[config.mk]
export PLATFORM = sky130hd
export DESIGN_NAME = lgts_fifo
export DESIGN_NICKNAME = d
export VERILOG_FILES = /design/src/rtl/lgts_fifo.sv
export SDC_FILE = /design/constraint.sdc
export NUM_CORES = 1
export LEC_CHECK = 0
export BUFFER_PORTS_ARGS = -buffer_cell sky130_fd_sc_hd__buf_2
export CORE_MARGIN = 3
export CORE_UTILIZATION = 33
export DETAILED_ROUTE_END_ITERATION = 8
export PLACE_DENSITY = 0.63
export SYNTH_ARGS = -nofsm -noshare
export SYNTH_HDL_FRONTEND = slang
export SYNTH_SLANG_ARGS = --single-unit
[constraint.sdc]
create_clock -name clk_i -period 2.1 [get_ports clk_i]
set_input_delay 0.21 -clock clk_i [delete_from_list [all_inputs] [get_ports clk_i]]
set_output_delay 0.21 -clock clk_i [all_outputs]
set_load 0.02 [all_outputs]
[src/rtl/lgts_fifo.sv]
// Short queue of decoded words between the front and back parts.
module lgts_fifo #(
  parameter int unsigned DATA_W = 8,
  parameter int unsigned DEPTH  = 2
) (
  input  logic              clk_i,
  input  logic              rst_ni,
  input  logic              push_i,
  input  logic [DATA_W-1:0] data_i,
  output logic              full_o,
  input  logic              pop_i,
  output logic [DATA_W-1:0] data_o,
  output logic              empty_o
);

  localparam int unsigned PTR_W = (DEPTH > 1) ? $clog2(DEPTH) : 1;
  localparam int unsigned CNT_W = $clog2(DEPTH + 1);

  logic [DATA_W-1:0] slot_q [DEPTH];
  logic [PTR_W-1:0]  wr_q, wr_d, rd_q, rd_d;
  logic [CNT_W-1:0]  cnt_q, cnt_d;
  logic              do_push, do_pop;

  assign full_o  = (cnt_q == CNT_W'(DEPTH));
  assign empty_o = (cnt_q == '0);
  assign data_o  = slot_q[rd_q];
  assign do_push = push_i && !full_o;
  assign do_pop  = pop_i && !empty_o;

  always_comb begin
    wr_d  = wr_q;
    rd_d  = rd_q;
    cnt_d = cnt_q;
    if (do_push) begin
      wr_d = (wr_q == PTR_W'(DEPTH - 1)) ? '0 : wr_q + PTR_W'(1);
    end
    if (do_pop) begin
      rd_d = (rd_q == PTR_W'(DEPTH - 1)) ? '0 : rd_q + PTR_W'(1);
    end
    if (do_push && !do_pop) cnt_d = cnt_q + CNT_W'(1);
    else if (do_pop && !do_push) cnt_d = cnt_q - CNT_W'(1);
  end

  always_ff @(posedge clk_i or negedge rst_ni) begin
    if (!rst_ni) begin
      wr_q  <= '0;
      rd_q  <= '0;
      cnt_q <= '0;
    end else begin
      wr_q  <= wr_d;
      rd_q  <= rd_d;
      cnt_q <= cnt_d;
    end
  end

  always_ff @(posedge clk_i) begin
    if (do_push) slot_q[wr_q] <= data_i;
  end

endmodule

After elaboration in Yosys (flattened, before gate mapping)
Memory sizes are Yosys's and may differ from the RTL's.
Index checks and enable logic that the tools add are counted.

operators by class
  add/subtract/negate cells = 4
  multipliers = 0
  div/mod/pow operators = 0
  order comparisons = 0
  eq/ne operators = 1
  shifts and indexed selects = 0
  muxes and demuxes = 6
  bitwise operators = 0
  reduce and logical (&&, ||, !) cells = 10

operators with widths
  kind                 count
  $logic_and 1x1->1    4
  $logic_not 1->1      4
  $mux 1               4
  $mux 2               2
  $add 1x1->1 const B  2
  $add 2x1->2 const B  1
  $eq 2x2->1 const B   1
  $logic_not 2->1      1
  $reduce_bool 2->1    1
  $sub 2x1->2 const B  1

word-level totals
  register bits after elaboration = 4
  bits in latches = 0
  bits in writable memories = 16
  ROM bits = 0
  bits of input ports = 12
  memories = 1

memory list
  memory  words  width  read ports  clocked after memory_dff  wr ports  line  source
  slot_q  2      8      1           0                         1         19    logic [DATA_W-1:0] slot_q [DEPTH];

Logic depth before layout (Yosys ltp)
Gate-level depths: netlist (run 1).

  depth in word-level cells = 7
  mapped depth = 7
  mapped depth without buffers = 7

Worst setup path after synthesis (run 1)
Ideal clock, no wire load.

  path type = register to register
  from = reg cnt_q[0]
  to = mem slot_q[0][0] (enable)
  setup time = 0.370 ns
  arrival = 1.022 ns
  data required time = 1.730 ns
  setup slack = 0.708 ns
  cell stages (with the launch flop) = 4
  path buffers = 0
  cell sequence = dfrtp_1 -> nand2b_1 -> nand2_2 -> nor2_1

between the ends
  cells in the longest elaborated chain, start to end = 5

ends and longest elaborated chain
  element                       line  source
  start, declared               21    logic [CNT_W-1:0] cnt_q, cnt_d;
  start signal, assigned        52    cnt_q <= cnt_d;
  $eq 2x2->1                    24    assign full_o = (cnt_q == CNT_W'(DEPTH));
  $logic_not 1->1               27    assign do_push = push_i && !full_o;
  $logic_and 1x1->1             27
  $mux 1                        57    if (do_push) slot_q[wr_q] <= data_i;
  $mux 1 (implied by the code)  57
  end, declared                 19

No other way between the ends.

Worst setup path after layout (run 1)
  from = reg rd_q
  to = out data_o[7]

between the ends
  cells in the longest elaborated chain, start to end = 1

ends and longest elaborated chain
  element                 line  source
  start, declared         20    logic [PTR_W-1:0] wr_q, wr_d, rd_q, rd_d;
  start signal, assigned  51    rd_q <= rd_d;
  $mem_v2 2x8             -
  end, declared           12    output logic [DATA_W-1:0] data_o,

No other way between the ends.

==> out/results.txt, run 1 <==
Post-Layout Cell Count -> 98
CTS Buffer Depth -> 2
CP Cell Sequence -> mux2_2 -> buf_2
Final Hold Fails -> 0
N_diodes -> 0
Worst path arrival time -> 1450 ps
Cells after DPL -> 93
Crit-path max cell delay -> 610 ps
Hold Path Class -> in -> reg
Synth Cell Area -> 782.0 µm²
Overall Power -> 1298 µW
FP Rows -> 17
Sequential share of the synthesized area -> 0.7424
Synth Area in Adders -> 0.01600
Pleak -> 0.0003990 µW
Post-DP HPWL -> 866.2 µm
First-pass GRT wire length -> 1835 µm
Slowest CP cell -> dfrtp_1
Vias in the first global route -> 408
Drt pass-1 iters -> 2
TritonCTS Sinks -> 20
Chip Width -> 54.68 µm
I/O Buffers -> 21
Via count -> 422
Post-synthesis mux area share -> 0.1152
Worst skew pair latency -> 290 ps
Setup crit end kind -> output port
Starting density of the core -> 0.3501
Critical path class -> reg -> out
WL/cell -> 12.44 µm
Yosys warns -> 0
Layout cells sized above 1 -> 0.4143
Die Ht -> 54.68 µm
Delay-heaviest family, CP -> flip-flops
Minimum clock period -> 1656 ps
XOR/XNOR Fraction of Synth Area -> 0.06560
Final GP Congestion -> 0.6333
Final Core Density -> 0.4303
Syn Inst Count -> 44
Clk_skew -> 4.976 ps
Number of max-cap violations -> 0
Post-CTS Resized -> 0
Final setup violation count -> 0
Total wire length -> 1219 µm
CTS Buf Count -> 3
Largest net degree at the start of global routing -> 12
Startpoint class of the critical path -> register
Largest family of logic cells by synthesized area -> multiplexers
Final Max Slew Viols -> 0
Syn_nets -> 57
Synthesized area per cell -> 17.77 µm²
Die Footprint -> 0.002990 mm²
Required @ worst endpoint -> 1890 ps
Overflow after GRT -> 0
Core ar. -> 0.002233 mm²
Sum Neg Setup Slack -> 0 ps
# nets final -> 84
Clk pin slew, worst setup/hold paths -> 100 ps
Root buf cell -> clkbuf_4
Post-route ant nets -> 0
Drt drc -> 0
Crit-path max FO -> 9
Io pins -> 22
Initial DRC Count -> 2
Worst VDD drop -> 742.4 µV
CP Buf/Inv Count -> 1
Tcrit/Tclk final -> 0.7886
Synth Area in Compound Gates -> 0.006400
CTS tree -> done
Synth unique cells -> 15
Overall routing resource usage -> 0.09425
Vias/cell -> 4.306
Post-Synth Simple-Gate Area -> 0.03840
PwrDens -> 1351 mW/mm²
Initial antenna violation count -> 0
RSZ-0062 raised after global routing -> no
P&R area growth vs syn -> 22.88%
Yosys reg bits -> 20
CTS H-Tree Depth -> 1
Fmax -> 603.8 MHz
Rel. slew slack -> 0.7181
Least-Margin Pin Slew -> 422.9 ps
Status -> finished clean
[registers in the layout (all words and copies together) (netlist names)]
signal  cells
cnt_q       2
slot_q     16
wr_q        1
rd_q        1
[power by group]
part / switching (µW) / internal [µW] / total, µW
Sequential: 88.7 / 554 / 642
Clock: 108 / 69.1 / 177
Combinational: 265 / 214 / 479
[Yosys cell counts]
master / n / area [µm²]
edfxtp_1: 16 / 480.5
mux2_1: 6 / 67.56
dfrtp_1: 4 / 100.1
nor2_1: 3 / 11.26
inv_1: 2 / 7.510
mux2_2: 2 / 22.52
xnor2_1: 2 / 17.52
xor2_1: 2 / 17.52
and3_1: 1 / 6.260
buf_2: 1 / 5.000
ha_1: 1 / 12.51
nand2_2: 1 / 6.260
nand2b_1: 1 / 6.260
o21ai_1: 1 / 5.000
xnor2_2: 1 / 16.27
[cells by family (layout without fill, tap and decap cells)]
kind of cell / after synthesis / in the layout
DFF: 20 / 20
muxes: 8 / 8
and+or+nand+nor: 6 / 6
xor gates and xnor gates: 5 / 5
buffers and inverters: 3 / 29
adders and majority gates: 1 / 1
AOI/OAI and AO/OA: 1 / 1
[metal layers]
metal  up-vias  track usage  wire, µm
met4         0      0.04979         0
met2        15       0.1614       593
li1        212            -         -
met1       195      0.09549       523
met3         0      0.04087       103
met5         -            0         0
[placed cells by master (no fill, tap or decap)]
cell type,count
buf_2,21
edfxtp_1,16
mux2_1,6
dfrtp_1,4
nor2_1,3
clkbuf_4,3
mux2_2,2
inv_1,2
xnor2_1,2
xor2_1,2
nand2b_1,1
nand2_2,1
o21ai_1,1
and3_1,1
xnor2_2,1
ha_1,1
clkinv_1,1
dlygate4sd3_1,1
buf_4,1
[timing repair]
item,CTS,global route
hold endpoints to repair,4,0
setup buffers,0,0
hold buffers,1,0
[layout make-up]
| type | instances | area (µm²) |
|---|---|---|
| inverters | 2 | 7.507 |
| multi-input cells | 21 | 188.9 |
| repair buffers | 23 | 122.6 |
| flip-flops and latches | 20 | 580.6 |
| fillers | 219 | 1272 |
| clock inverters | 1 | 3.754 |
| well taps | 28 | 35.03 |
| clock buffers | 3 | 22.52 |
[metrics by stage]
step           setup slack (ps)  area (µm²)  hold slack [ps]
6_report                  443.9       960.9            99.14
5_1_grt                   331.5       960.9            69.45
4_1_cts                   425.6       960.9            83.50
3_5_place_dp              638.8       924.6            26.46
3_3_place_gp              677.3       924.6            22.13
2_1_floorplan             707.9       782.0           -85.59
[final timing paths]
kind,from,to,slack [ps],cells past startpoint
worst min-delay path,data_i[6],slot_q[0][6],100,1
worst max-delay path,rd_q,data_o[7],440,2
min in group asynchronous,rst_ni,cnt_q[0],240,2
worst max register to register,cnt_q[0],cnt_q[1],640,6
max in group asynchronous,rst_ni,rd_q,1740,2
worst min register to register,wr_q,wr_q,530,1
No activity file was read; power rests on OpenSTA's default activity.
==> inputs of run 2 (changes only) <==
==> constraint.sdc (replaced) <==
create_clock -name clk_i -period 1.7 [get_ports clk_i]
set_input_delay 0.17 -clock clk_i [delete_from_list [all_inputs] [get_ports clk_i]]
set_output_delay 0.17 -clock clk_i [all_outputs]
set_load 0.02 [all_outputs]
==> run 2 against run 1 <==
Against the previous run:
- clock-buffer cell count rose by 1
- clock skew decreased by 0.94 ps
- first-iteration DRC count rose by 50%
- worst hold slack worse by 34 ps
- clock power rose by 24%
- global-route usage grew 0.39 points
- critical path depth unchanged
- largest power group unchanged
- total power up 24%
==> out/results.txt, run 2 (synthesis gave the netlist of run 1 again) <==
Post-DP HPWL -> 893.1 µm (+3.1%)
Layout cells sized above 1 -> 0.4143 (unchanged)
Hold_ws -> 65.09 ps (-34.05 ps)
RSZ-0062 raised after global routing -> no
Total wire length -> 1201 µm (-1.5%)
Die Ht -> 54.68 µm (unchanged)
Final setup violation count -> 0 (unchanged)
Vias/cell -> 4.480 (+4.0%)
Drt pass-1 iters -> 4 (+2)
P&R area growth vs syn -> 22.88% (unchanged)
Most frequent cells in the layout -> 21 x buf_2, 16 x edfxtp_1, 6 x mux2_1
Worst path arrival time -> 1440 ps (about the same)
CTS tree -> done
Clk pin slew, worst setup/hold paths -> 100 ps (about the same)
Most flops, register -> slot_q
Design area -> 960.9 µm² (unchanged)
Startpoint class of the critical path -> register
Crit-path max FO -> 9 (unchanged)
TritonCTS Sinks -> 20 (unchanged)
Final Max Slew Viols -> 0 (unchanged)
PwrDens -> 1673 mW/mm² (+24%)
CTS Buffer Depth -> 2 (unchanged)
Worst VDD drop -> 877.0 µV (+18%)
Critical path class -> reg -> out
Overall routing resource usage -> 0.09816 (+0.003910)
I/O Buffers -> 21 (unchanged)
Rel. slew slack -> 0.7300 (+0.01191)
Number of flip-flops in the largest register -> 16 (unchanged)
Hold Path Class -> in -> reg
Least-Margin Pin Slew -> 405.0 ps (-17.87 ps)
Fmax -> 621.7 MHz
Tcrit/Tclk final -> 0.9462
CTS Buf Count -> 3 (unchanged)
Setup crit end kind -> output port
Final GP Congestion -> 0.6300 (-0.52%)
Required @ worst endpoint -> 1530 ps (-360 ps)
DP Area -> 924.6 µm² (unchanged)
Initial DRC Count -> 3 (+1)
Io pins -> 22 (unchanged)
Drt drc -> 0 (unchanged)
Core ar. -> 0.002233 mm² (unchanged)
Root buf cell -> clkbuf_4
First-pass GRT wire length -> 1856 µm (+1.1%)
Chip Width -> 54.68 µm (unchanged)
# Post-CTS Setup Buffers -> 0 (unchanged)
Status -> finished clean
FP Rows -> 17 (unchanged)
Pleak -> 0.0003986 µW (about the same)
Clk_skew -> 4.032 ps (-0.9445 ps)
Worst skew pair latency -> 290 ps (about the same)
Most common cell after layout, fill and taps aside -> buf_2
Initial antenna violation count -> 0 (unchanged)
# nets final -> 84 (unchanged)
Starting density of the core -> 0.3501 (unchanged)
Vias in the first global route -> 450 (+10%)
N_diodes -> 0 (unchanged)
Via count -> 439 (+4.0%)
Final Hold Fails -> 0 (unchanged)
Number of max-cap violations -> 0 (unchanged)
CTS H-Tree Depth -> 1 (unchanged)
Largest net degree at the start of global routing -> 12 (unchanged)
Post-route ant nets -> 0 (unchanged)
Minimum clock period -> 1609 ps
Sum Neg Setup Slack -> 0 ps (unchanged)
Overflow after GRT -> 0 (unchanged)
WL/cell -> 12.26 µm (-1.5%)
Die Footprint -> 0.002990 mm² (unchanged)
Biggest regs -> slot_q (16), cnt_q (2)
## run 2: cell count changes in the layout (fill, tap and decap cells not counted)
cell,previous run,this run
clkbuf_1,0,1
clkinv_1,1,0
## run 2: layout make-up
type	count	area (µm²)
well taps	28	35.03
clock buffers	4	26.28
flip-flops and latches	20	580.6
repair buffers	23	122.6
fillers	224	1272
inverters	2	7.507
multi-input cells	21	188.9
## run 2: final timing paths
path | slack [ps] | from | endpoint | depth (start not counted)
worst min register to register | 520 | wr_q | wr_q | 1
max in group asynchronous | 1370 | rst_ni | rd_q | 2
min in group asynchronous | 200 | rst_ni | cnt_q[1] | 2
worst max-delay path | 90 | rd_q | data_o[7] | 2
worst min-delay path | 70 | data_i[0] | slot_q[0][0] | 1
worst max register to register | 200 | cnt_q[0] | cnt_q[1] | 6
## run 2: through the flow
| stage | worst slack (ps) | std cells | power (µW) | utilization |
|---|---|---|---|---|
| after floorplan | 307.9 | 44 | 1218 | - |
| final | 91.43 | 98 | 1608 | 0.4303 |
| after CTS | 60.38 | 98 | 1642 | 0.4303 |
| after global routing | 7.458 | 98 | 1731 | 0.4303 |
| after detailed placement | 203.3 | 93 | 1411 | 0.4140 |
| after global placement | 252.8 | 93 | 1392 | 0.4140 |
## run 2: routing by layer
layer,wire (µm),GRT usage,share of wire,vias to the layer above
met3,91,0.02725,0.076,4
met1,502,0.09689,0.42,207
met4,26,0.07469,0.022,0
met2,581,0.1713,0.48,17
li1,-,-,-,211
met5,0,0,0,-
## run 2: repair_timing
action	CTS	global route
gates resized for setup	0	0
hold endpoints to repair	4	0
hold buffers	1	0
## run 2: critical path, cell delays in order, from the launching register on
cell and delay, ps:
dfrtp_1 600, mux2_2 390, buf_2 160
## run 2: report_power, final
part / switching [µW] / leakage [µW] / internal (µW)
sequential: 105 / 0.000195 / 684
combinational: 335 / 0.000188 / 264
clock: 128 / 0.0000150 / 91.1
total: 568 / 0.000399 / 1040
==> inputs of run 3 (changes only) <==
--- a/config.mk
+++ b/config.mk
@@ -10,6 +10,7 @@
 export CORE_UTILIZATION = 33
 export DETAILED_ROUTE_END_ITERATION = 8
 export PLACE_DENSITY = 0.63
+export SETUP_SLACK_MARGIN = 0.15
 export SYNTH_ARGS = -nofsm -noshare
 export SYNTH_HDL_FRONTEND = slang
 export SYNTH_SLANG_ARGS = --single-unit
==> run 3 against run 2 <==
Against the previous run:
- critical endpoint unchanged
- setup slack better by 120 ps
- highest routed layer unchanged
- utilization is 1.1 points higher
- clock power hardly changed
==> out/results.txt, run 3 (synthesis gave the netlist of run 1 again) <==
Worst setup path end -> data_o[7]
Initial DRC Count -> 7 (+4)
I/O Buffers -> 21 (unchanged)
Post-DP HPWL -> 893.1 µm (unchanged)
Initial antenna violation count -> 0 (unchanged)
Worst VDD drop -> 888.8 µV (+1.3%)
Required @ worst endpoint -> 1530 ps (about the same)
Clk pin slew, worst setup/hold paths -> 100 ps (about the same)
WL/cell -> 12.26 µm (about the same)
CTS Buffer Depth -> 2 (unchanged)
Final Hold Fails -> 0 (unchanged)
Area of the multi-input gates -> 188.9 µm² (unchanged)
Dpl ws -> 203.3 ps (unchanged)
Combinational fraction of design power -> 0.392 (+0.019)
Setup crit end kind -> output port
Minimum clock period -> 1485 ps (-123.4 ps)
Vias/cell -> 4.455 (-0.54%)
Root buf cell -> clkbuf_4
Most frequent cells in the layout -> 21 x buf_2, 16 x edfxtp_1, 6 x mux2_1
Net Switching -> 581.6 µW (+2.4%)
Most common cell after layout, fill and taps aside -> buf_2
Via count -> 450 (+2.5%)
Total wire length -> 1238 µm (+3.1%)
TritonCTS Sinks -> 20 (unchanged)
Largest net degree at the start of global routing -> 12 (unchanged)
Final setup violation count -> 0 (unchanged)
Clk_skew -> 3.434 ps (-0.5974 ps)
P&R area growth vs syn -> 26.08%
Sw Ratio -> 0.3496 (-0.003674)
# nets final -> 87 (+3.6%)
Crit-path max cell delay -> 500 ps (-100 ps)
Number of max-cap violations -> 0 (unchanged)
Critical path class -> reg -> out
Tcrit/Tclk final -> 0.8737 (-0.07256)
Worst skew pair latency -> 290 ps (about the same)
Setup slack, reg-to-reg -> 240 ps (+40 ps)
Worst path arrival time -> 1320 ps (-120 ps)
Startpoint class of the critical path -> register
Drt pass-1 iters -> 4 (unchanged)
RSZ-0062 raised after global routing -> no
Overall Power -> 1663 µW (+3.5%)
N_diodes -> 0 (unchanged)
Critical R2R Capture -> cnt_q[1]
Chip Width -> 54.68 µm (unchanged)
Number of flip-flops in the largest register -> 16 (unchanged)
Overflow after GRT -> 0 (unchanged)
Reg2Reg Depth -> 7 (+1)
Critical R2R Launch -> cnt_q[0]
CP Cell Sequence -> mux2_2 -> buf_2
Sum Neg Setup Slack -> 0 ps (unchanged)
Status -> finished clean
Most flops, register -> slot_q
Drt drc -> 0 (unchanged)
Biggest regs -> slot_q (16), cnt_q (2)
Layout cells sized above 1 -> 0.4658 (+0.05147)
Post-route ant nets -> 0 (unchanged)
Io pins -> 22 (unchanged)
Delay-heaviest family, CP -> flip-flops
Setup slack after layout -> 214.8 ps (+123.4 ps)
Hold_ws -> 63.72 ps (-1.363 ps)
Rel. slew slack -> 0.7373 (+0.007277)
Fmax -> 673.3 MHz (+8.3%)
CTS H-Tree Depth -> 1 (unchanged)
Part of the power in registers -> 0.475 (-0.016)
Core ar. -> 0.002233 mm² (unchanged)
WP depth -> 2 (unchanged)
Critical Path Start -> rd_q
First-pass GRT wire length -> 1856 µm (unchanged)
Crit-path max FO -> 9 (unchanged)
Final Max Slew Viols -> 0 (unchanged)
Vias in the first global route -> 450 (unchanged)
Least-Margin Pin Slew -> 394.1 ps (-10.92 ps)
FILL cells -> 219 (-2.2%)
Slowest CP cell -> dfrtp_2
Pleak -> 0.0004109 µW (+3.1%)
Hold Path Class -> in -> reg
Cell internal pwr -> 1082 µW (+4.1%)
FP Rows -> 17 (unchanged)
Overall routing resource usage -> 0.09816 (unchanged)
Register area -> 583.1 µm² (+0.43%)
PwrDens -> 1687 mW/mm² (+0.85%)
Final GP Congestion -> 0.6300 (unchanged)
Die Footprint -> 0.002990 mm² (unchanged)
Clock power share -> 0.133 (-0.003)
CP Buf/Inv Count -> 1 (unchanged)
Starting density of the core -> 0.3501 (unchanged)
CTS Buf Count -> 3 (unchanged)
CTS tree -> done
Die Ht -> 54.68 µm (unchanged)
-- run 3: power groups by stage --
stage,sequential (µW),clock [µW],combinational (µW)
floorplan,746,0,472
global placement,794,0,598
detailed placement,807,0,604
CTS,797,235,613
global route,812,256,716
finish,790,221,653
-- run 3: worst min-delay path by stage --
stage	start	cells past startpoint	end	slack, ps
2_1_floorplan	rst_ni	0	cnt_q[0]	-130
3_3_place_gp	rst_ni	1	wr_q	-20
3_5_place_dp	rst_ni	1	wr_q	-20
4_1_cts	data_i[0]	1	slot_q[0][0]	50
5_1_grt	data_i[3]	1	slot_q[0][3]	40
6_report	data_i[0]	1	slot_q[0][0]	60
-- run 3: stage by stage --
stage	area, µm²	util	instances
after floorplan	782.0	-	44
after global placement	924.6	0.4140	93
after detailed placement	924.6	0.4140	93
after CTS	962.2	0.4308	98
after global routing	985.9	0.4415	101
final	985.9	0.4415	101
-- run 3: per-layer routing --
metal | global-route usage | wire, µm | up-vias
met5 | 0 | 0 | -
met4 | 0.07469 | 26 | 0
met3 | 0.02725 | 92 | 4
met2 | 0.1713 | 593 | 17
met1 | 0.09689 | 525 | 214
li1 | - | - | 215
-- run 3: area by class of cell --
class / count / area share
clock buffers: 4 / 0.02665
inverters: 2 / 0.007614
multi-input cells: 21 / 0.1916
repair buffers: 26 / 0.1472
flip-flops and latches: 20 / 0.5914
well taps: 28 / 0.03553
-- run 3: what timing repair did --
action	in CTS	in global routing
hold endpoints to repair	4	0
setup buffers	0	3
setup endpoints to repair	8	4
hold buffers	1	0
resized for setup	1	1
pin swaps	0	2
