--- config.mk ---
export PLATFORM = sky130hd
export DESIGN_NAME = lgts_front
export DESIGN_NICKNAME = d
export VERILOG_FILES = /design/src/rtl/lgts_pkg.sv /design/src/rtl/lgts_front.sv
export SDC_FILE = /design/constraint.sdc
export NUM_CORES = 1
export LEC_CHECK = 0
export BUFFER_PORTS_ARGS = -buffer_cell sky130_fd_sc_hd__buf_4
export CAP_MARGIN = 10
export CORE_ASPECT_RATIO = 1.4
export CORE_MARGIN = 1
export CORE_UTILIZATION = 60
export CTS_CLUSTER_SIZE = 28
export DETAILED_ROUTE_END_ITERATION = 8
export PLACE_DENSITY = 0.83
export SYNTH_ARGS = -nofsm -noshare
export SYNTH_HDL_FRONTEND = slang
export SYNTH_SLANG_ARGS = --single-unit
--- constraint.sdc ---
create_clock -name clk_i -period 15.2 [get_ports clk_i]
set_input_delay 2.28 -clock clk_i [delete_from_list [all_inputs] [get_ports clk_i]]
set_output_delay 2.28 -clock clk_i [all_outputs]
set_load 0.05 [all_outputs]
--- src/rtl/lgts_pkg.sv ---
// Shared types, constants and the direction sine table of the light grid sampler.
package lgts_pkg;

  localparam int unsigned FRAC_BITS      = 8;
  localparam int unsigned POS_W          = 24;
  localparam int unsigned CI_W           = 9;
  localparam int unsigned BND_W          = 9;
  localparam int unsigned SCL_W          = 12;
  localparam int unsigned FAC_W          = FRAC_BITS + 1;
  localparam int unsigned FRAC_ONE       = 1 << FRAC_BITS;
  localparam int unsigned WEIGHT_BITS    = 3 * FRAC_BITS;
  localparam int unsigned W_W            = WEIGHT_BITS + 1;
  localparam int unsigned DIR_SHIFT      = (WEIGHT_BITS > 24) ? WEIGHT_BITS - 24 : 0;
  localparam int unsigned LIGHT_SHIFT    = 8;
  localparam int unsigned LS_W           = WEIGHT_BITS + 8;
  localparam int unsigned PC_W           = 30;
  localparam int unsigned DV_W           = W_W + PC_W;
  localparam int unsigned IDX_W          = 27;
  localparam int unsigned BB_W           = 18;
  localparam int unsigned MAG_W          = 30;
  localparam int unsigned UNIT_SHIFT     = 14;
  localparam int unsigned SINE_STEPS     = 256;
  localparam int unsigned QUARTER_TURN   = SINE_STEPS / 4;
  localparam int unsigned GRID_CELLS_DEF = 65536;
  localparam int unsigned QUEUE_DEPTH_DEF = 2;
  localparam logic [39:0] RENORM_LIM     = 40'(99) << WEIGHT_BITS;
  localparam logic [63:0] HALF_PI_Q30    = 64'd1686629713;

  typedef enum logic [2:0] {
    REG_BOUNDS_X   = 3'd0,
    REG_BOUNDS_Y   = 3'd1,
    REG_BOUNDS_Z   = 3'd2,
    REG_AMB_SCALE  = 3'd3,
    REG_DIR_SCALE  = 3'd4
  } reg_idx_e;

  typedef enum logic [3:0] {
    BK_IDLE, BK_WGT, BK_MUL, BK_FETCH, BK_ACC, BK_DEN, BK_DIVL, BK_SCALE,
    BK_NORM, BK_SQR, BK_SUM, BK_ROOT, BK_DPREP, BK_DIVD, BK_OUT
  } back_state_e;

  typedef struct packed {
    logic              operation;
    logic [15:0]       cell_index;
    logic [63:0]       cell_data;
    logic signed [23:0] pos_x;
    logic signed [23:0] pos_y;
    logic signed [23:0] pos_z;
  } in_word_t;

  typedef struct packed {
    logic [15:0]        ambient_r;
    logic [15:0]        ambient_g;
    logic [15:0]        ambient_b;
    logic [15:0]        directed_r;
    logic [15:0]        directed_g;
    logic [15:0]        directed_b;
    logic signed [15:0] dir_x;
    logic signed [15:0] dir_y;
    logic signed [15:0] dir_z;
  } out_word_t;

  typedef struct packed {
    logic [BND_W-1:0] bx;
    logic [BND_W-1:0] by;
    logic [BND_W-1:0] bz;
  } bounds_t;

  typedef struct packed {
    logic [SCL_W-1:0] amb;
    logic [SCL_W-1:0] dir;
  } scale_t;

  typedef struct packed {
    logic                 is_query;
    logic [15:0]          cell_index;
    logic [63:0]          cell_data;
    logic [IDX_W-1:0]     base;
    logic [IDX_W-1:0]     cells;
    logic [BND_W-1:0]     bx;
    logic [BB_W-1:0]      bxby;
    logic [FRAC_BITS-1:0] frac_x;
    logic [FRAC_BITS-1:0] frac_y;
    logic [FRAC_BITS-1:0] frac_z;
  } q_entry_t;

  typedef logic signed [15:0] sine_tab_t [SINE_STEPS];

  function automatic logic signed [15:0] sine_step(input int unsigned b);
    logic [63:0] t, q, r, x, x2, term;
    logic signed [63:0] sm, v;
    int k;
    t = (64'(b % SINE_STEPS) << 32) / SINE_STEPS;
    q = t >> 30;
    r = t & 64'h3FFF_FFFF;
    if (q[0]) r = 64'h4000_0000 - r;
    x = (r * HALF_PI_Q30) >> 30;
    x2 = (x * x) >> 30;
    term = x;
    sm = $signed(x);
    for (k = 1; k <= 6; k++) begin
      term = ((term * x2) >> 30) / 64'((2 * k) * (2 * k + 1));
      if (k % 2 == 1) sm = sm - $signed(term);
      else sm = sm + $signed(term);
    end
    if (sm < 0) sm = 0;
    v = (sm + 64'sd32768) / 64'sd65536;
    if (v > 64'sd16384) v = 64'sd16384;
    return (q >= 64'd2) ? 16'(-v) : 16'(v);
  endfunction

  function automatic sine_tab_t build_sine();
    sine_tab_t tab;
    int i;
    for (i = 0; i < SINE_STEPS; i++) tab[i] = sine_step(i);
    return tab;
  endfunction

  localparam sine_tab_t SINE_TAB = build_sine();

endpackage

--- src/rtl/lgts_front.sv ---
// Front part: takes input words, splits and clamps the position and forms the base cell index.
module lgts_front (
  input  logic               clk_i,
  input  logic               rst_ni,
  input  logic               in_valid_i,
  output logic               in_ready_o,
  input  lgts_pkg::in_word_t in_data_i,
  input  lgts_pkg::bounds_t  bounds_i,
  output logic               push_o,
  output lgts_pkg::q_entry_t entry_o,
  input  logic               full_i
);

  localparam int unsigned CM_W = lgts_pkg::POS_W - lgts_pkg::FRAC_BITS - 1;

  typedef struct packed {
    logic [lgts_pkg::CI_W-1:0]      cidx;
    logic [lgts_pkg::FRAC_BITS-1:0] frac;
  } axis_t;

  function automatic logic [lgts_pkg::BND_W-1:0] eff_bound(
    input logic [lgts_pkg::BND_W-1:0] bnd);
    return (bnd == '0) ? lgts_pkg::BND_W'(1) : bnd;
  endfunction

  function automatic axis_t split_axis(input logic signed [lgts_pkg::POS_W-1:0] pos,
                                       input logic [lgts_pkg::BND_W-1:0] bnd);
    logic [lgts_pkg::BND_W-1:0] bm1;
    logic [CM_W-1:0]            c_mag;
    axis_t                      a;
    bm1   = eff_bound(bnd) - lgts_pkg::BND_W'(1);
    c_mag = pos[lgts_pkg::POS_W-2:lgts_pkg::FRAC_BITS];
    if (pos[lgts_pkg::POS_W-1]) begin
      a = '0;
    end else if (c_mag >= CM_W'(bm1)) begin
      a.cidx = bm1[lgts_pkg::CI_W-1:0];
      a.frac = '0;
    end else begin
      a.cidx = c_mag[lgts_pkg::CI_W-1:0];
      a.frac = pos[lgts_pkg::FRAC_BITS-1:0];
    end
    return a;
  endfunction

  lgts_pkg::in_word_t            item_q;
  logic                          busy_q;
  logic [1:0]                    st_q;
  axis_t                         ax_q, ay_q, az_q, ax_d, ay_d, az_d;
  logic [lgts_pkg::BND_W-1:0]    bx_q;
  logic [lgts_pkg::BB_W-1:0]     bxby_q, c1bx_q;
  logic [lgts_pkg::IDX_W-1:0]    c2bb_q, cells_q;
  logic [lgts_pkg::BND_W-1:0]    bx_e, by_e, bz_e;
  logic                          accept;

  assign in_ready_o = !busy_q;
  assign accept     = in_valid_i && !busy_q;
  assign push_o     = busy_q && (st_q == 2'd3) && !full_i;
  assign bx_e       = eff_bound(bounds_i.bx);
  assign by_e       = eff_bound(bounds_i.by);
  assign bz_e       = eff_bound(bounds_i.bz);
  assign ax_d       = split_axis(item_q.pos_x, bounds_i.bx);
  assign ay_d       = split_axis(item_q.pos_y, bounds_i.by);
  assign az_d       = split_axis(item_q.pos_z, bounds_i.bz);

  always_comb begin
    entry_o            = '0;
    entry_o.is_query   = item_q.operation;
    entry_o.cell_index = item_q.cell_index;
    entry_o.cell_data  = item_q.cell_data;
    entry_o.base       = lgts_pkg::IDX_W'(ax_q.cidx) + lgts_pkg::IDX_W'(c1bx_q) + c2bb_q;
    entry_o.cells      = cells_q;
    entry_o.bx         = bx_q;
    entry_o.bxby       = bxby_q;
    entry_o.frac_x     = ax_q.frac;
    entry_o.frac_y     = ay_q.frac;
    entry_o.frac_z     = az_q.frac;
  end

  always_ff @(posedge clk_i or negedge rst_ni) begin
    if (!rst_ni) begin
      busy_q <= 1'b0;
      st_q   <= 2'd0;
    end else if (accept) begin
      busy_q <= 1'b1;
      st_q   <= 2'd0;
    end else if (push_o) begin
      busy_q <= 1'b0;
    end else if (busy_q && st_q != 2'd3) begin
      st_q <= st_q + 2'd1;
    end
  end

  always_ff @(posedge clk_i) begin
    if (accept) item_q <= in_data_i;
    if (busy_q) begin
      case (st_q)
        2'd0: begin
          ax_q   <= ax_d;
          ay_q   <= ay_d;
          az_q   <= az_d;
          bx_q   <= bx_e;
          bxby_q <= lgts_pkg::BB_W'(bx_e * by_e);
        end
        2'd1: c1bx_q <= lgts_pkg::BB_W'(ay_q.cidx * bx_q);
        2'd2: begin
          c2bb_q  <= lgts_pkg::IDX_W'(az_q.cidx * bxby_q);
          cells_q <= lgts_pkg::IDX_W'(bxby_q * bz_e);
        end
        default: ;
      endcase
    end
  end

endmodule

-- After elaboration in Yosys (flattened, before gate mapping)
Cells that the tools add are included.
- register bits after elaboration: 306
- output and inout bits: 188
- input port bits: 184
- logic and storage cells: 67
- multipliers: 4
- add/sub/neg operators: 6
- reductions and logical operators: 19
- magnitude comparators: 3
- muxes and demuxes: 11
- equal/unequal tests: 5
- operators by type and width (kind ; count):
    two-way mux 17 bit ; 3
    >= comparator 15 x 9 -> 1 bit ; 3
    multiplier 9 x 9 -> 18 bit ; 2
    adder 19 x 27 -> 27 bit ; 1
    logical NOT 9 bit ; 3
    multiplier 18 x 9 -> 27 bit ; 1
    multiplier 9 x 18 -> 27 bit ; 1
    two-way mux 9 bit ; 3
    subtractor 9 x 1 -> 9 bit, second input constant ; 3
    adder 9 x 18 -> 19 bit ; 1
    AND reduction 2 bit ; 4
    two-way mux 2 bit ; 3
    OR reduction 2 bit ; 3
    == test 2 bit, second input constant ; 2
    logical AND 1 bit ; 4
    nonzero test 2 bit ; 2
    adder 2 x 1 -> 2 bit, second input constant ; 1
    == test 2 x 1 -> 1 bit, second input constant ; 1
    logical NOT 1 bit ; 2
    logical NOT 2 bit ; 1
    two-way mux 1 bit ; 2
    inequality test 2 x 1 -> 1 bit, second input constant ; 1
    inequality test 2 bit, second input constant ; 1

-- Longest topological paths before layout
Gate-level depths: netlist of run 1.
- depth after elaboration: 5
- mapped depth: 23
- gate-level depth less buffers: 21

-- Least setup slack after synthesis of run 1
Ideal clock, no wire load.
- kind: input -> register
- start: input port in_valid_i
- end: register item_q, in the netlist entry_o[105] (enable)
- setup slack: 5620 ps
- path buffers: 0
- cell stages on the path: 1
- setup time: 684 ps
- arrival: 8896 ps
- data required time: 14516 ps
- cell sequence: nor2b_1
- longest elaborated chain between the ends: 1
- ends and longest elaborated chain (what ; RTL line ; text):
    start: declaration ; lgts_front.sv:5 ; input logic in_valid_i,
    logical AND 1 bit ; lgts_front.sv:56 ; assign accept = in_valid_i && !busy_q;
    end signal: assignment ; lgts_front.sv:94 ; if (accept) item_q <= in_data_i;
    end: declaration ; lgts_front.sv:45 ; lgts_pkg::in_word_t item_q;
Every way passes these cells.
A chain may end at the register's enable or synchronous reset.

-- Worst setup path in the final report of run 1
- start: input port bounds_i[4] (netlist bit)
- end: register cells_q[26] (netlist bit), data pin
- longest elaborated chain between the ends: 3
- ends and longest elaborated chain (what ; RTL line ; text):
    start: declaration ; lgts_front.sv:8 ; input lgts_pkg::bounds_t bounds_i,
    logical NOT 9 bit ; lgts_front.sv:23 ; return (bnd == '0) ? lgts_pkg::BND_W'(1) : bnd;
    two-way mux 9 bit (*) ; lgts_front.sv:23 ;
    multiplier 18 x 9 -> 27 bit (*) ; lgts_front.sv:107 ; cells_q <= lgts_pkg::IDX_W'(bxby_q * bz_e);
    end signal: assignment ; lgts_front.sv:107 ;
    end: declaration ; lgts_front.sv:51 ; logic [lgts_pkg::IDX_W-1:0] c2bb_q, cells_q;
Every way passes the cells marked *; elsewhere a longest branch is shown, timed or not.

==> impl_metrics.ini, run 1 <==
[synthesis]
yosys_most_used_dff = edfxtp_1
netlist_instances = 2650
synth_top_family_by_area = adder cells
synth.largest_area_cell = edfxtp_1
yosysMostFrequentCell = inv_1
yosys_warnings = 0
synth_xor_area_share_pct = 2.96
synth_mux_area_share_pct = 0.143
synth-compound-area-share_pct = 6.50
ys_types = 65
synth.avg_cell_area_um2 = 10.6
synthTopCellsByArea = edfxtp_1, fa_1, ha_1, inv_1, and2_1
ys_async_sr_fraction_pct = 0.980
synth_edf_count = 303
syn-cell-area_mm2 = 0.0281
yosysTopAreaCellShare_pct = 32.4
mappedNetlistNets = 3401
synth_common_cells = inv_1, fa_1, nand2_1
yosys.area_share.simple_pct = 13.5
synth-adder-area-share_pct = 34.3
seq_area_frac_synth_pct = 32.7
ys_ff_latch = 306

[sta]
period_minus_slack_ns = 8.03
worst_slew_pin_slew_ns = 1.09
tns_ns = 0
rsz0062_at_grt = no
fin_worst_skew_ns = 0.0104
drv_slew = 0
max_slew_margin_pct = 27.4
max_freq_mhz = 125
finalCritPeriodShare_pct = 52.8
whs_ns = 0.520
setup_violations = 0
hold_viol_final = 0

[route]
drt_wl_total_um = 64800
route.detailed.drc = 0
vias_per_cell = 5.55
post_drt_wl_per_cell_um = 18.5
first_pass_iters = 6
ant_nets = 0
num_vias = 19403
drtIter0Drc = 1046

[grt]
overflow = 0
grtUsageTotal_pct = 28.2
grt_pass1_wl_um = 106000
grt_max_degree = 81
antenna_found_initial = 2
grt_pass1_vias = 21416

[layout]
final_nets = 3603
drive_above_1_share_pct = 15.4
syn_to_final_growth_pct = 12.2
final_util_pct = 68.3

[critical_path]
cp_cell_sequence = buf_4, nor2_1, nor4b_1, a21o_1, nand2_1, fa_1, inv_1, fa_1, fa_1, inv_1, fa_1, inv_1, ha_1, nand2_1, a211oi_1, o22ai_2, a211oi_1, a21oi_1, o21ai_0, xnor2_1
cp-end-kind = flop
cp.arrival_ns = 8.37
r2r-end = c2bb_q[26]
slowest_stage = a21o_1
path_delay_family = adder cells
critical-path-max-stage-delay_ns = 0.69
reg2reg_depth = 16
start_kind = primary input
r2r_start = bxby_q[9]
cp_max_fo = 21
critPathKind = in -> reg
crit_required_ns = 15.54
cp_num_buf_inv = 4
reg2reg_slack_ns = 9.44
crit_top_cell = fa_1

[placement]
gp_congestion = 0.891
hpwl_um = 51000
portBuffers = 371

[clock_network]
clkSlewWorstSetupHoldPaths_ns = 0.06
clock_latency_ns = 0.58
cts-root-buf = clkbuf_16
numCtsBuffers = 30
cts_hold_buf = 0
clock_sinks = 306
cts.repair.resized = 0
cts_tree = yes
cts_max_level = 1
cts_buffer_depth = 3
postCtsSetupBuffers = 0

[worst_hold_path]
hold_depth = 1
hp-start = item_q[3]
hold_class = reg -> reg
worstHoldEndpoint = entry_o[3]

[floorplan]
io_pins = 372
die_x_um = 185
rows = 93
dieArea_mm2 = 0.0477
design.core.area_mm2 = 0.0461
fp.dieH_um = 258
start_util_pct = 60.9

[job]
maxCapViolCount = 0

[outcome]
status = finished, final reports clean
area by class of cell:
class / instances / area, um2
Inverter: 429 / 1610
Multi-Input combinational cell: 1709 / 16100
Timing Repair Buffer: 376 / 2820
Tap cell: 617 / 772
Clock inverter: 23 / 190
Clock buffer: 33 / 783
Sequential cell: 306 / 9170
Fill cell: 3369 / 14600
Antenna cell: 2 / 5.00
sequential cells by signal (all words and copies together), names as in the netlist:
name     count
bxby_q      18
ay_q         9
busy_q       1
bx_q         9
az_q         9
c2bb_q      27
entry_o    105
item_q      72
st_q         2
cells_q     27
ax_q         9
c1bx_q      18
through the flow:
stage	worst slack (ns)	cells	cell area, um2
4_1_cts	7.33	3493	31500
3_5_place_dp	6.72	3437	30500
2_1_floorplan	5.62	2650	28100
5_1_grt	6.88	3494	31500
3_3_place_gp	6.87	3437	30500
6_report	7.17	3495	31500
logic make-up (layout without fill, tap and decap cells):
kind of cell,after synthesis,after routing
buf+inv,635,861
fa+ha+maj,567,567
simple gates,773,773
flops,306,306
compound gates,270,270
other cells,0,2
mux,4,4
xor+xnor,95,95
layout by cell type, fill, tap and decap left out, types with 7 or more instances in the layout:
cell type    n
inv_1      429
nand2b_1    16
nor2_1      97
ha_1       231
clkinv_1     7
nor3_1      21
buf_4      376
and2_1     219
xnor2_1     64
nor3b_1     20
nor2b_1     19
a31oi_1      9
edfxtp_1   303
nand4_1     11
xor2_1      31
a211oi_1    46
fa_1       336
a21oi_1     66
o21a_1      18
clkbuf_16   31
and3_1       9
nand2_1    320
o21ai_0     43
o211ai_1     8
a21boi_0     7
a21o_1      33
nand3_1     13
worst max-delay path by stage:
stage                startpoint            to  slack (ns)  depth (start not counted)
global placement    bounds_i[4]   cells_q[26]        6.87                         20
CTS                 bounds_i[4]   cells_q[26]        7.33                         20
floorplan            in_valid_i  entry_o[105]        5.62                          1
detailed placement  bounds_i[4]   cells_q[26]        6.72                         20
finish              bounds_i[4]   cells_q[26]        7.17                         20
global route        bounds_i[4]   cells_q[26]        6.88                         20
per-layer routing:
metal	global-route usage (%)	wire length, um	part of all wire (%)
met1	29.8	22000	34
met2	52.8	35000	54
met3	5.32	4500	6.9
met4	14.1	3350	5.2
met5	0	0	0
Power of run 1 is not shown: default switching activity piles up to over one toggle a cycle in this logic, so the estimate is an artifact.
==> inputs of run 2 (changes only) <==
--- a/config.mk
+++ b/config.mk
@@ -9,10 +9,10 @@
 export CAP_MARGIN = 10
 export CORE_ASPECT_RATIO = 1.4
 export CORE_MARGIN = 1
-export CORE_UTILIZATION = 60
+export CORE_UTILIZATION = 54
 export CTS_CLUSTER_SIZE = 28
 export DETAILED_ROUTE_END_ITERATION = 8
-export PLACE_DENSITY = 0.83
+export PLACE_DENSITY = 0.78
 export SYNTH_ARGS = -nofsm -noshare
 export SYNTH_HDL_FRONTEND = slang
 export SYNTH_SLANG_ARGS = --single-unit
==> constraint.sdc (replaced) <==
create_clock -name clk_i -period 7.3 [get_ports clk_i]
set_input_delay 1.095 -clock clk_i [delete_from_list [all_inputs] [get_ports clk_i]]
set_output_delay 1.095 -clock clk_i [all_outputs]
set_load 0.05 [all_outputs]
==> run 2 against run 1 <==
  * Critical endpoint is now cells_q[25]
  * Cell area rose by 0.32%
  * Highest routed layer unchanged
  * Sequential cell count unchanged
  * Core utilization shrank 6.7 points
  * Worst setup slack worse by 6.4 ns
  * Die area is 11% higher
  * Cell count increased by 1.1%
==> impl_metrics.ini, run 2 (synthesis results as in run 1) <==
[outcome]
status = finished, final reports clean

[floorplan]
die_x_um = 195
design.core.area_mm2 = 0.0513
rows = 98
start_util_pct = 54.8
dieArea_mm2 = 0.0529
io_pins = 372
fp.dieH_um = 272

[clock_network]
clkSlewWorstSetupHoldPaths_ns = 0.06
postCtsSetupBuffers = 0
cts_hold_buf = 0
cts_buffer_depth = 3
clock_latency_ns = 0.58
cts_max_level = 1
cts.repair.resized = 0
cts-root-buf = clkbuf_16
numCtsBuffers = 30
cts_tree = yes
clock_sinks = 306

[grt]
overflow = 0
antenna_found_initial = 4
grtUsageTotal_pct = 25.4
grt_pass1_vias = 20927
grt_max_degree = 140
grt_pass1_wl_um = 106000

[route]
drt_wl_total_um = 66200
drtIter0Drc = 1188
vias_per_cell = 5.47
route.detailed.drc = 0
first_pass_iters = 5
post_drt_wl_per_cell_um = 18.7
ant_nets = 0
num_vias = 19313

[sta]
setup_ws_ns = 0.806
rsz0062_at_grt = no
period_minus_slack_ns = 6.49
max_slew_margin_pct = 34.3
fin_worst_skew_ns = 0.0147
max_freq_mhz = 154
tns_ns = 0
setup_violations = 0
drv_slew = 0
worst_slew_pin_slew_ns = 0.985
finalCritPeriodShare_pct = 89.0
hold_viol_final = 0

[critical_path]
critPathKind = in -> reg
crit_required_ns = 7.61
start_kind = primary input
cp-startpoint = bounds_i[4]
r2r-end = c2bb_q[26]
crit_top_cell = fa_1
cp_max_fo = 21
reg2reg_slack_ns = 1.71
cp-end-kind = flop
cp_num_buf_inv = 5
slowest_stage = fa_1
cp_cell_sequence = buf_4, nor2_1, nor4b_1, a21o_1, buf_4, nand2_1, fa_1, inv_1, fa_1, fa_1, inv_1, fa_1, inv_1, ha_1, nand3_1, nor4_1, nor2_1, a31oi_1, a31o_2, mux2i_1, a211oi_1
r2r_start = bxby_q[9]
path_delay_family = adder cells
critical-path-max-stage-delay_ns = 0.57
cp.arrival_ns = 6.80
reg2reg_depth = 16

[placement]
hpwl_um = 52700
portBuffers = 371
dp.cells = 3474
gp_congestion = 0.952
place_ws_ns = 0.338

[layout]
largest_reg_flops = 105
syn_to_final_growth_pct = 12.5
drive_above_1_share_pct = 15.6
stdcell_count = 3533
final_cell_mix = inv_1, buf_4, fa_1
final_common_cell = inv_1
final_nets = 3607

[job]
maxCapViolCount = 0

[worst_hold_path]
hold_class = in -> async
run 2: how the worst max path moves through the flow:
stage             endpoint  slack (ns)  cells past startpoint
6_report       cells_q[25]        0.81                     21
5_1_grt        cells_q[25]        0.45                     21
4_1_cts        cells_q[25]        0.92                     21
3_5_place_dp   cells_q[25]        0.34                     21
3_3_place_gp   cells_q[25]        0.54                     21
2_1_floorplan  cells_q[24]        0.78                     21
run 2: metal layers:
metal | wire length, um | vias up | global-route usage [%] | part of all wire [%]
li1 | - | 8827 | - | -
met1 | 23300 | 9572 | 27.2 | 35
met3 | 4400 | 188 | 4.87 | 6.7
met5 | 0 | - | 0 | 0
met4 | 3130 | 0 | 12.7 | 4.7
met2 | 35400 | 726 | 47.4 | 53
run 2: area by class of cell:
class / instances / area [um2]
fill: 4069 / 19700
tap: 650 / 813
antenna: 4 / 10.0
multi-input combinational: 1709 / 16100
clock buffer: 32 / 779
sequential: 306 / 9170
clock inverter: 23 / 206
inverter: 429 / 1610
timing repair buffer: 380 / 2870
run 2: worst register-to-register path: stages (launching register included):
cell and delay, ns:
edfxtp_1 0.87, nand2_1 0.20, fa_1 0.58, inv_1 0.05, fa_1 0.50, inv_1 0.05
fa_1 0.54, inv_1 0.06, fa_1 0.45, ha_1 0.33, o21a_1 0.25, o21ai_1 0.19
a22oi_2 0.16, a32oi_4 0.26, a31oi_2 0.16, or4b_1 0.50, and3_1 0.19
run 2: stage by stage:
step                      instance area [um2]  hold WS (ns)  util (%)
after floorplan                         28100         0.497         -
after global placement                  30600         0.503      59.7
after detailed placement                30600         0.507      59.7
after CTS                               31600         0.270      61.6
after global routing                    31600         0.271      61.6
final                                   31600         0.298      61.6
Power of run 2 is left out for the same reason.
==> inputs of run 3 (changes only) <==
--- a/config.mk
+++ b/config.mk
@@ -5,14 +5,14 @@
 export SDC_FILE = /design/constraint.sdc
 export NUM_CORES = 1
 export LEC_CHECK = 0
-export BUFFER_PORTS_ARGS = -buffer_cell sky130_fd_sc_hd__buf_4
+export BUFFER_PORTS_ARGS = -buffer_cell sky130_fd_sc_hd__buf_2
 export CAP_MARGIN = 10
 export CORE_ASPECT_RATIO = 1.4
 export CORE_MARGIN = 1
 export CORE_UTILIZATION = 54
 export CTS_CLUSTER_SIZE = 28
 export DETAILED_ROUTE_END_ITERATION = 8
-export PLACE_DENSITY = 0.78
+export PLACE_DENSITY_LB_ADDON = 0.1
 export SYNTH_ARGS = -nofsm -noshare
 export SYNTH_HDL_FRONTEND = slang
 export SYNTH_SLANG_ARGS = --single-unit
==> run 3 against run 2 <==
  * Register-to-register slack worse by 0.13 ns
  * First-iteration DRC count down 18%
  * Cell area is 2.5% lower
  * Core utilization is 1.6 points lower
  * Worst setup slack worse by 0.13 ns
  * Global-route usage barely moved
  * Critical path depth grew 1
  * Critical path type unchanged
  * Critical endpoint is now cells_q[24]
  * Clock-buffer cell count is 8 higher
==> impl_metrics.ini, run 3 (synthesis results as in run 1) <==
[sta]
fin_worst_skew_ns = 0.0409
max_freq_mhz = 151
max_slew_margin_pct = 30.3
tns_ns = 0
drv_slew = 0
rsz0062_at_grt = no
finalCritPeriodShare_pct = 90.8
worst_slew_pin_slew_ns = 1.05
hold_viol_final = 0
setup_violations = 0
period_minus_slack_ns = 6.63

[route]
drtIter0Drc = 979
drt_wl_total_um = 65000
vias_per_cell = 5.39
route.detailed.drc = 0
ant_nets = 0
first_pass_iters = 7
post_drt_wl_per_cell_um = 18.3
num_vias = 19076

[placement]
portBuffers = 371
gp_congestion = 0.891
hpwl_um = 51300

[outcome]
status = finished, final reports clean

[clock_network]
clkSlewWorstSetupHoldPaths_ns = 0.06
clock_latency_ns = 0.55
clock_sinks = 306
cts-root-buf = clkbuf_16
cts.repair.resized = 0
postCtsSetupBuffers = 0
numCtsBuffers = 34
cts_hold_buf = 0
cts_tree = yes
cts_buffer_depth = 3
cts_max_level = 2

[critical_path]
crit_required_ns = 7.60
cp.arrival_ns = 6.92
crit_top_cell = fa_1
cp-end-kind = flop
start_kind = primary input
cp_max_fo = 10
critPathKind = in -> reg
cp_cell_sequence = buf_2, nor2_1, nor4b_1, buf_2, a21o_1, buf_4, nand2_1, fa_1, inv_1, fa_1, fa_1, inv_1, fa_1, inv_1, ha_1, o21ai_1, nand2b_1, a2111oi_0, a211oi_1, o22a_1, a221oi_2, xnor2_1
critical-path-max-stage-delay_ns = 0.57
slowest_stage = fa_1

[floorplan]
start_util_pct = 54.8
design.core.area_mm2 = 0.0513
io_pins = 372
dieArea_mm2 = 0.0529
fp.dieH_um = 272
rows = 98
die_x_um = 195

[layout]
final_nets = 3617
final_common_cell = inv_1
largest_reg_flops = 105
fillCellCount = 4355
final_cell_mix = inv_1, buf_2, fa_1
drive_above_1_share_pct = 15.7
syn_to_final_growth_pct = 9.69

[grt]
overflow = 0
grtUsageTotal_pct = 25.3
grt_pass1_vias = 20956
grt_pass1_wl_um = 106000
antenna_found_initial = 6
grt_max_degree = 150

[job]
maxCapViolCount = 0

[worst_hold_path]
hold_class = in -> async
-- run 3: metal layers --
metal  track usage, %  part of all wire (%)
met1             28.2                    37
met4             10.6                   4.0
met2             47.4                    53
met5                0                 0.046
met3             4.40                   5.6
-- run 3: final cells by class --
cell class                      instances  area [um2]  share of cell area [%]
Antenna cell                            2        5.00                  0.0163
Clock buffer                           40         895                    2.91
Clock inverter                         18         185                   0.602
Inverter                              429        1610                    5.23
Multi-Input combinational cell       1709       16100                    52.4
Sequential cell                       306        9170                    29.8
Tap cell                              650         813                    2.64
Timing Repair Buffer                  386        1980                    6.43
-- run 3: path summary, 6_finish.rpt --
kind	start	endpoint	slack [ns]	depth (start not counted)
worst max-delay path	bounds_i[4]	cells_q[24]	0.67	22
worst min-delay path	rst_ni	busy_q	0.33	1
worst max register to register	bxby_q[9]	c2bb_q[26]	1.58	16
worst min register to register	item_q[1]	entry_o[1]	0.52	1
max in group asynchronous	rst_ni	st_q[0]	6.87	1
min in group clk_i	item_q[1]	entry_o[1]	0.52	1
-- run 3: worst max-delay path, delay by kind of cell --
kind / cells / cell delay (ns)
AND/OR/NAND/NOR: 4 / 0.80
XOR/XNOR: 1 / 0.10
buffers and inverters: 6 / 0.73
adder cells (fa/ha/maj): 5 / 2.41
AO/OA/AOI/OAI: 6 / 1.77
-- run 3: stage by stage --
stage          util [%]  setup slack (ns)  instance area [um2]  hold WS [ns]  cells
2_1_floorplan         -             0.781                28100         0.497   2650
3_3_place_gp       57.9            -0.370                29700         0.500   3479
3_5_place_dp       57.9            -0.490                29700         0.505   3479
4_1_cts            60.0            0.0782                30800         0.299   3537
5_1_grt            60.1             0.417                30800         0.312   3540
6_report           60.1             0.673                30800         0.332   3540
Power of run 3 is left out for the same reason.
